$ cat src/rtl/core/kvt_pkg.sv
// Shared types and constants for the key/value table.
// Used by kvt_cell, kvt_reduce and key_value_table; depends on nothing.
package kvt_pkg;

    // Operation codes carried by the mode field of a request.
    localparam logic [1:0] MODE_PUT    = 2'd0;
    localparam logic [1:0] MODE_GET    = 2'd1;
    localparam logic [1:0] MODE_REMOVE = 2'd2;

    // Result status codes.
    localparam logic [1:0] STATUS_OK        = 2'd0;
    localparam logic [1:0] STATUS_NOT_FOUND = 2'd1;
    localparam logic [1:0] STATUS_FULL      = 2'd2;

    // Fixed field widths of a request and a result.
    localparam int MODE_W  = 2;
    localparam int KEY_W   = 64;
    localparam int VALUE_W = 32;
    localparam int COUNT_W = 8;

    // The match reduction tree combines this many nodes per registered level.
    localparam int TREE_RADIX_LOG = 3;
    localparam int TREE_RADIX     = 1 << TREE_RADIX_LOG;

    // Per-cycle commands broadcast to every cell of the chain.
    typedef struct packed {
        logic compare;  // register the key match of this cell
        logic upd;      // overwrite the value of the matching slot
        logic app;      // write a new entry into the first free slot
        logic del;      // shift entries down from the matching slot on
    } t_cell_ctrl;

    // Control states of the request sequencer.
    typedef enum logic [3:0] {
        S_IDLE  = 4'b0001,
        S_CMP   = 4'b0010,
        S_TREE  = 4'b0100,
        S_APPLY = 4'b1000
    } t_state;

endpackage

$ cat src/rtl/core/kvt_cell.sv
// One slot of the key/value chain: stored key and value, key compare, neighbor shift.
// Depends on kvt_pkg for the command struct and field widths.
module kvt_cell #(
    parameter int DEPTH    = 128,
    parameter int KEY_BITS = 64,
    parameter int INDEX    = 0
) (
    input  logic                                 i_clk,
    input  kvt_pkg::t_cell_ctrl                  i_ctrl,
    input  logic [$clog2(DEPTH)-1:0]             i_slot,
    input  logic [$clog2(DEPTH+1)-1:0]           i_count,
    input  logic [KEY_BITS-1:0]                  i_key,
    input  logic [kvt_pkg::VALUE_W-1:0]          i_value,
    input  logic [KEY_BITS-1:0]                  i_next_key,
    input  logic [kvt_pkg::VALUE_W-1:0]          i_next_value,
    output logic [KEY_BITS-1:0]                  o_key,
    output logic [kvt_pkg::VALUE_W-1:0]          o_value,
    output logic                                 o_match
);

    localparam int IDX_W = $clog2(DEPTH);
    localparam int CNT_W = $clog2(DEPTH + 1);
    localparam logic [CNT_W-1:0] POS_C = CNT_W'(INDEX);
    localparam logic [IDX_W-1:0] POS_S = IDX_W'(INDEX);

    logic [KEY_BITS-1:0]         r_key;
    logic [kvt_pkg::VALUE_W-1:0] r_value;
    logic                        r_match;

    // Key compare; a slot at or above the live count never matches.
    always_ff @(posedge i_clk) begin
        if (i_ctrl.compare) begin
            r_match <= (POS_C < i_count) && (r_key == i_key);
        end
    end

    // Storage update: append, overwrite or take the neighbor's entry on removal.
    always_ff @(posedge i_clk) begin
        if (i_ctrl.app && (POS_C == i_count)) begin
            r_key   <= i_key;
            r_value <= i_value;
        end else if (i_ctrl.upd && (POS_S == i_slot)) begin
            r_value <= i_value;
        end else if (i_ctrl.del && (POS_S >= i_slot)) begin
            r_key   <= i_next_key;
            r_value <= i_next_value;
        end
    end

    assign o_key   = r_key;
    assign o_value = r_value;
    assign o_match = r_match;

endmodule

$ cat config.mk
export PLATFORM = sky130hd
export DESIGN_NAME = kvt_cell
export DESIGN_NICKNAME = d
export VERILOG_FILES = /design/src/rtl/core/kvt_pkg.sv /design/src/rtl/core/kvt_cell.sv
export SDC_FILE = /design/constraint.sdc
export NUM_CORES = 1
export LEC_CHECK = 0
export BUFFER_PORTS_ARGS = -buffer_cell sky130_fd_sc_hd__buf_2
export CAP_MARGIN = 25
export CORE_MARGIN = 10
export CORE_UTILIZATION = 47
export CTS_CLUSTER_DIAMETER = 60
export DETAILED_ROUTE_END_ITERATION = 8
export PLACE_DENSITY = 0.92
export SLEW_MARGIN = 20
export SYNTH_ARGS = -nofsm -noshare
export SYNTH_HDL_FRONTEND = slang
export SYNTH_SLANG_ARGS = --single-unit
$ cat constraint.sdc
create_clock -name i_clk -period 12.8 [get_ports i_clk]
set_input_delay 1.92 -clock i_clk [delete_from_list [all_inputs] [get_ports i_clk]]
set_output_delay 1.92 -clock i_clk [all_outputs]
set_load 0.01 [all_outputs]
==> metrics.yaml, run 1 <==
max_stage_delay_ns: 0.65
numCtsBuffers: 9
critPathMaxFanout: 64
grt_util_all_layers_pct: 19.4
end_kind: "register"
core-area_um2: 10400
seq_area_um2: 2910
nNetsFinal: 824
avgSynthCellArea_um2: 16.7
port_buffers: 308
area_growth_pct: 36.2
yosysSeqAreaShare_pct: 58.1
stdcell_count: 749
rsz0062_at_grt: "false"
diodes: 0
rows: 37
grt-ovfl-total: 0
antenna_found_initial: 0
relSlewSlack_pct: 45.1
initial_utilization_pct: 48.3
skew_ns: 0.00527
grt_start_max_net_pins: 68
critPathCapture: "o_key[63]"
worst_ep_arrival_time_ns: 4.14
clk_pin_slew_ns: 0.08
die_y_um: 123
synth-seq-cells: 97
root_buffer: "clkbuf_8"
synthArstFlopShare_pct: 0
period_share_pct: 32.5
slew_viol_final: 0
ys.flop_type: "edfxtp_1"
post-route-min-period_ns: 4.16
synth_area_um2: 5010
multi_input_area_um2: 2000
postCtsResizedCells: 0
setup_violations: 0
firstDrtPassIters: 4
max_freq_mhz: 240
final_hold_viol_count: 0
worst_pin_slew_ns: 0.823
yosys-top-cells-area: "edfxtp_1 (58%), mux2_2 (15%), xnor2_1 (9.1%)"
hold_buffers: 0
grt_pass1_vias: 4172
yosys.area_share.adder_pct: 0
cts_tree: "yes"
reg2reg_to: "o_match"
outcome: "completed"
wl_per_cell_um: 21.2
synth.area.mux_share_pct: 23.8
crit_chain: "buf_2 -> nor4_1 -> nand3_4 -> buf_16 -> o21ai_4 -> buf_4"
yosysWarnings: 0
power_density_nw_per_um2: 88.5
cts_buffer_depth: 2
path_class: "primary input to register"
die_area_um2: 15200
worstSetupStartpointType: "primary input"
io_pins: 309
num_vias: 3788
drc_errors: 0
clock_latency_ns: 0.35
reg2reg_depth: 5
min_path_type: "register to register"
synth.distinct_cells: 22
dpl.cell_count: 736
syn-num-nets: 512
crit_start: "i_count[0]"
drt_iter0_markers: 146
max-cap-violations: 0
hpwl_mm: 13.5
tns_ns: 0
vdd_drop_max_v: 0.0000589
yosysMostFrequentCell: "edfxtp_1"
grt_pass1_wl_mm: 22.5
synthCells: 300
p_leak_nw: 2.87
yosysTopAreaCell: "edfxtp_1"
htree_num_levels: 3
gp_congestion: 0.920
yosys.area.top_type_share_pct: 58.1
reg2reg_slack_ns: 10.93
synthXorXnorAreaFrac_pct: 11.2
cts_num_sinks: 97
synth-edff-count: 97
required_ns: 12.78
synth_top_family_by_area: "multiplexers"
nFillCells: 783
reg2reg_from: "o_key[58]"
drive_gt1_share_pct: 69.0
synth_compound_area_share_pct: 0.250
viasPerCell: 5.06
routed_wl_mm: 15.9
postRouteAntennaNets: 0
yosys-top-cells-count: "edfxtp_1 (97), mux2_2 (66), xnor2_1 (52), mux2_4 (30), nand4_1 (14)"
cp_slowest_cell: "buf_4"
synthSimpleGateAreaFrac_pct: 4.27
die_w_um: 123
post_cts_buffers: 0
## registers in the layout, indices dropped and copies added, names as in the netlist
signal / count
o_key: 64
o_match: 1
o_value: 32
## critical path, delay by kind of cell
| kind | cells | cell delay (ns) |
|---|---|---|
| buffers and inverters | 3 | 1.09 |
| and+or+nand+nor | 2 | 0.97 |
| AOI/OAI and AO/OA | 1 | 0.08 |
## per-layer routing
layer | track usage (%) | part of all wire (%) | up-vias | wire [µm]
met5 | 0 | 0 | - | 0
met3 | 7.93 | 11 | 29 | 1820
met4 | 8.30 | 2.6 | 0 | 405
met1 | 18.8 | 33 | 1767 | 5250
li1 | - | - | 1766 | -
met2 | 35.5 | 53 | 226 | 8380
## power by group
part	internal, mW	switching, mW
logic	0.0457	0.0268
registers	0.351	0.000904
clock network	0.0856	0.0940
total	0.482	0.122
## area by class of cell
class	instances	share of cell area, %
multi-input cells	193	29.3
clock inverters	2	0.495
flip-flops and latches	97	42.7
well taps	136	2.49
clock buffers	10	1.87
repair buffers	311	23.2
## how the worst min path moves through the flow
stage | startpoint | end | slack [ns] | cells after the start
3_3_place_gp | o_key[19] | o_match | 0.70 | 3
6_report | o_key[19] | o_match | 0.72 | 3
5_1_grt | o_key[19] | o_match | 0.76 | 3
4_1_cts | o_key[29] | o_match | 0.73 | 3
3_5_place_dp | o_key[29] | o_match | 0.72 | 3
2_1_floorplan | o_key[19] | o_match | 0.73 | 3
## through the flow
| stage | power [mW] | setup slack [ns] | hold WS (ns) | area, µm² | utilization, % |
|---|---|---|---|---|---|
| 6_report | 0.604 | 8.64 | 0.718 | 6830 | 65.8 |
| 5_1_grt | 0.627 | 8.48 | 0.756 | 6830 | 65.8 |
| 4_1_cts | 0.610 | 8.11 | 0.728 | 6800 | 65.6 |
| 3_5_place_dp | 0.432 | 7.71 | 0.720 | 6640 | 64.0 |
| 3_3_place_gp | 0.429 | 7.89 | 0.699 | 6640 | 64.0 |
| 2_1_floorplan | 0.389 | 4.99 | 0.730 | 5010 | - |
## cell families (layout without fill, tap and decap cells)
family / Yosys count / in the layout
AO/OA/AOI/OAI: 2 / 2
buffers and inverters: 10 / 323
XOR/XNOR: 64 / 64
AND/OR/NAND/NOR: 31 / 31
multiplexers: 96 / 96
flip-flops: 97 / 97
## cells in the final DEF (no fill, tap or decap), types with 2 or more instances in the layout
master	count
mux2_2	66
xnor2_1	52
buf_4	2
clkbuf_8	9
mux2_4	30
nor4_1	7
nand3_1	2
xor2_1	12
edfxtp_1	97
nand4_1	14
buf_2	308
(Power assumes the default switching activity.)
==> run 2: changes to the inputs <==
- CORE_UTILIZATION: 47 -> 44
- PLACE_DENSITY: 0.92 -> 0.87
- clock period: 12.8 -> 4 ns (I/O delays scaled with it)
==> metrics.yaml, run 2 (synthesis gave the netlist of run 1 again) <==
post_cts_buffers: 0  # unchanged
final_cell_mix: "buf_2 (308), edfxtp_1 (97), mux2_2 (66)"
grt_pass1_wl_mm: 23.3  # +3.6%
worstSetupStartpointType: "primary input"
p_clk_share_pct: 35.8  # +6.1 points
die_w_um: 127  # +2.8%
critPathMaxFanout: 32  # -50%
outcome: "completed"
postLayoutSetupSlackWorst_ns: 1.49  # -7.15 ns
vdd_drop_max_v: 0.000231  # +290%
drc_errors: 0  # unchanged
die_y_um: 127  # +2.8%
core-area_um2: 11000  # +5.9%
cpLargestDelayFamily: "simple AND/OR/NAND/NOR gates"
worst_ep_arrival_time_ns: 2.59  # -1.55 ns
nNetsFinal: 825  # +0.12%
power_density_nw_per_um2: 305  # +250%
required_ns: 4.08  # -8.70 ns
max_freq_mhz: 398
root_buffer: "clkbuf_16"
cp_slowest_cell: "nand2_4"
postRouteAntennaNets: 0  # unchanged
hold_buffers: 0  # unchanged
cts_buffer_depth: 2  # unchanged
die_area_um2: 16100  # +5.7%
end_kind: "register"
dp_worst_setup_slack_ns: 1.11  # -6.60 ns
period_share_pct: 62.7
grt_start_max_net_pins: 50  # -26%
max_stage_delay_ns: 0.57  # -0.08 ns
clock_latency_ns: 0.33  # -0.02 ns
firstDrtPassIters: 4  # unchanged
slew_viol_final: 0  # unchanged
nFillCells: 802  # +2.4%
htree_num_levels: 3  # unchanged
worst_pin_slew_ns: 0.657  # -0.166 ns
combPwrFrac_pct: 10.9  # -1.1 points
grt_pass1_vias: 4179  # +0.17%
tns_ns: 0  # unchanged
grt_util_met1_pct: 17.8  # -0.99 points
total_power_mw: 2.11  # +250%
whs_ns: 0.472  # -0.246 ns
rsz0062_at_grt: "false"
layout_commonest_cell: "buf_2"
io_pins: 309  # unchanged
port_buffers: 308  # unchanged
hpwl_mm: 13.5  # about the same
grt_util_all_layers_pct: 18.4  # -1.0 points
wl_per_cell_um: 20.9  # -1.4%
drt_iter0_markers: 187  # +28%
cts_num_sinks: 97  # unchanged
antenna_found_initial: 0  # unchanged
grt-ovfl-total: 0  # unchanged
min_path_type: "primary input to register"
initial_utilization_pct: 45.6  # -2.7 points
stdcell_count: 758  # +1.2%
final_hold_viol_count: 0  # unchanged
max-cap-violations: 0  # unchanged
dpl.cell_count: 742  # +0.82%
met2_usage_pct: 34.3  # -1.2 points
drive_gt1_share_pct: 68.9  # -0.073 points
cts_tree: "yes"
path_class: "primary input to register"
fin_util_pct: 63.0  # -2.9 points
crit_buf_inv: 1  # -2
post-route-min-period_ns: 2.51
busiest_layer: "met2"
postCtsResizedCells: 0  # unchanged
numCtsBuffers: 9  # unchanged
use_met3_pct: 8.37  # +0.44 points
largest_reg_flops: 64  # unchanged
relSlewSlack_pct: 56.2  # +11 points
skew_ns: 0.00461  # -0.000656 ns
num_vias: 3770  # -0.48%
switching_share_pct: 20.2  # +0.043 points
p_leak_nw: 2.92  # +1.5%
p_switching_uw: 426  # +250%
rows: 38  # +2.7%
viasPerCell: 4.97  # -1.7%
setup_violations: 0  # unchanged
final_area_um2: 6910  # +1.3%
routed_wl_mm: 15.8  # -0.24%
p_seq_share_pct: 53.4  # -4.9 points
internal_power_mw: 1.69  # +250%
diodes: 0  # unchanged
gp_congestion: 0.830  # -9.8%
area_growth_pct: 37.9
clk_pin_slew_ns: 0.06  # -0.02 ns
placed_area_um2: 6660  # +0.30%
crit_chain: "buf_2 -> nor4_1 -> nand3_4 -> nand2_4 -> mux2_2"
run 2: final timing paths:
| check | start | to | slack [ns] | depth (start not counted) |
|---|---|---|---|---|
| worst min-delay path | i_ctrl[3] | o_match | 0.47 | 1 |
| worst min register to register | o_key[19] | o_match | 0.73 | 3 |
| worst max-delay path | i_count[0] | o_value[0] | 1.49 | 5 |
| worst max register to register | o_key[11] | o_match | 2.01 | 5 |
run 2: routing by layer:
metal / vias up / part of all wire (%)
met5: - / 0
met2: 212 / 53
met3: 16 / 11
met4: 0 / 1.3
li1: 1772 / -
met1: 1770 / 34
run 2: final cells by class:
type / instances / area [µm²] / share of cell area [%]
clock buffers: 11 / 233 / 3.37
clock inverters: 5 / 22.5 / 0.326
multi-input cells: 193 / 2000 / 28.9
repair buffers: 312 / 1570 / 22.7
well taps: 140 / 175 / 2.53
flip-flops and latches: 97 / 2910 / 42.1
run 2: power groups by stage:
stage               registers [mW]  logic [mW]  clock network [mW]
floorplan                     1.15      0.0901                   0
global placement              1.15       0.222                   0
detailed placement            1.15       0.231                   0
CTS                           1.13       0.232               0.770
global route                  1.13       0.249               0.812
finish                        1.13       0.229               0.755
==> run 3: changes to the inputs <==
- clock period: 4 -> 2.55 ns (I/O delays scaled with it)
==> metrics.yaml, run 3 (synthesis gave the netlist of run 1 again) <==
min_from: "i_ctrl[3]"
postCtsResizedCells: 0  # unchanged
vdd_drop_max_v: 0.000264  # +14%
postRouteAntennaNets: 0  # unchanged
worst_ep_arrival_time_ns: 2.14  # -0.45 ns
end_kind: "register"
routed_wl_mm: 15.7  # -1.0%
tns_ns: 0  # unchanged
die_area_um2: 16100  # unchanged
drt_iter0_markers: 181  # -3.2%
grt_util_all_layers_pct: 18.4  # +0.062 points
cts_buffer_depth: 2  # unchanged
min_path_type: "primary input to register"
post_cts_buffers: 0  # unchanged
setup_violations: 0  # unchanged
post-route-min-period_ns: 2.01
hold_depth: 1  # unchanged
max-cap-violations: 0  # unchanged
hpwl_mm: 13.5  # -0.33%
clock_latency_ns: 0.33  # about the same
initial_utilization_pct: 45.6  # unchanged
critPathMaxFanout: 2  # -94%
diodes: 0  # unchanged
area_growth_pct: 39.0
drc_errors: 0  # unchanged
use_met3_pct: 7.41  # -0.96 points
layout_commonest_cell: "buf_2"
final_hold_viol_count: 0  # unchanged
grt_pass1_vias: 4290  # +2.7%
hold_buffers: 0  # unchanged
nNetsFinal: 829  # +0.48%
rsz0062_at_grt: "false"
crit_start: "o_key[40]"
drive_gt1_share_pct: 68.9  # about the same
outcome: "completed"
p_leak_nw: 2.94  # +0.62%
fin_util_pct: 63.5  # +0.51 points
busiest_layer: "met2"
met2_usage_pct: 35.1  # +0.79 points
grt_start_max_net_pins: 53  # +6.0%
die_y_um: 127  # unchanged
cts_tree: "yes"
slew_viol_final: 0  # unchanged
reg2reg_depth: 5  # unchanged
max_freq_mhz: 497
rows: 38  # unchanged
clk_pin_slew_ns: 0.06  # about the same
core-area_um2: 11000  # unchanged
required_ns: 2.68  # -1.40 ns
io_pins: 309  # unchanged
whs_ns: 0.253  # -0.219 ns
viasPerCell: 4.98  # about the same
port_buffers: 308  # unchanged
period_share_pct: 78.9
antenna_found_initial: 0  # unchanged
die_w_um: 127  # unchanged
gp_congestion: 0.845  # +1.8%
grt_pass1_wl_mm: 23.5  # +0.80%
firstDrtPassIters: 4  # unchanged
largest_reg_flops: 64  # unchanged
worst_pin_slew_ns: 0.691  # +0.0335 ns
num_vias: 3783  # +0.34%
power_density_nw_per_um2: 472  # +55%
total_power_mw: 3.29  # +56%
worstSetupStartpointType: "register"
final_cell_mix: "buf_2 (308), edfxtp_1 (97), mux2_2 (66)"
wl_per_cell_um: 20.6  # -1.3%
htree_num_levels: 3  # unchanged
grt-ovfl-total: 0  # unchanged
relSlewSlack_pct: 54.0  # -2.2 points
reg2reg_from: "o_key[40]"
numCtsBuffers: 9  # unchanged
cts_num_sinks: 97  # unchanged
skew_ns: 0.00592  # +0.00131 ns
grt_util_met1_pct: 17.8  # -0.050 points
root_buffer: "clkbuf_16"
path_class: "register to register"
-- run 3: cell count changes in the layout (fill, tap and decap cells not counted), sizes merged --
| cell | delta |
|---|---|
| clkinv | -3 |
| buf | +4 |
| clkbuf | +1 |
-- run 3: path summary, 6_finish.rpt --
kind	slack, ns	to
hold reg to reg	0.76	o_match
hold / removal	0.25	o_match
setup reg to reg	0.54	o_match
setup / recovery	0.54	o_match
-- run 3: worst max-delay path, cell delays in order, from the launching register on --
cell and delay, ns:
edfxtp_1 0.41, xnor2_1 0.19, nand4_1 0.16, nor4_1 0.50, nand3_1 0.22, nor4_1 0.34
-- run 3: per-stage QoR --
stage / setup slack, ns / instance area, µm² / std cells
2_1_floorplan: -0.164 / 5020 / 300
3_3_place_gp: 0.298 / 6730 / 746
3_5_place_dp: 0.242 / 6730 / 746
4_1_cts: 0.432 / 6970 / 760
5_1_grt: 0.358 / 6970 / 760
6_report: 0.538 / 6970 / 760
-- run 3: power breakdown --
group | switching, mW | internal (mW) | leakage (nW) | total [mW]
logic | 0.131 | 0.230 | 1.94 | 0.361
clock network | 0.518 | 0.645 | 0.118 | 1.16
registers | 0.00393 | 1.76 | 0.874 | 1.77
-- run 3: final cells by class --
class	count	area (µm²)
Clock buffer	12	236
Tap cell	140	175
Sequential cell	97	2910
Multi-Input combinational cell	193	2000
Fill cell	810	4010
Timing Repair Buffer	316	1640
Clock inverter	2	7.51
-- run 3: metal layers --
metal,wire (µm),vias to the layer above
met3,1680,15
met2,8370,209
met5,0,-
met4,179,0
li1,-,1789
met1,5430,1770
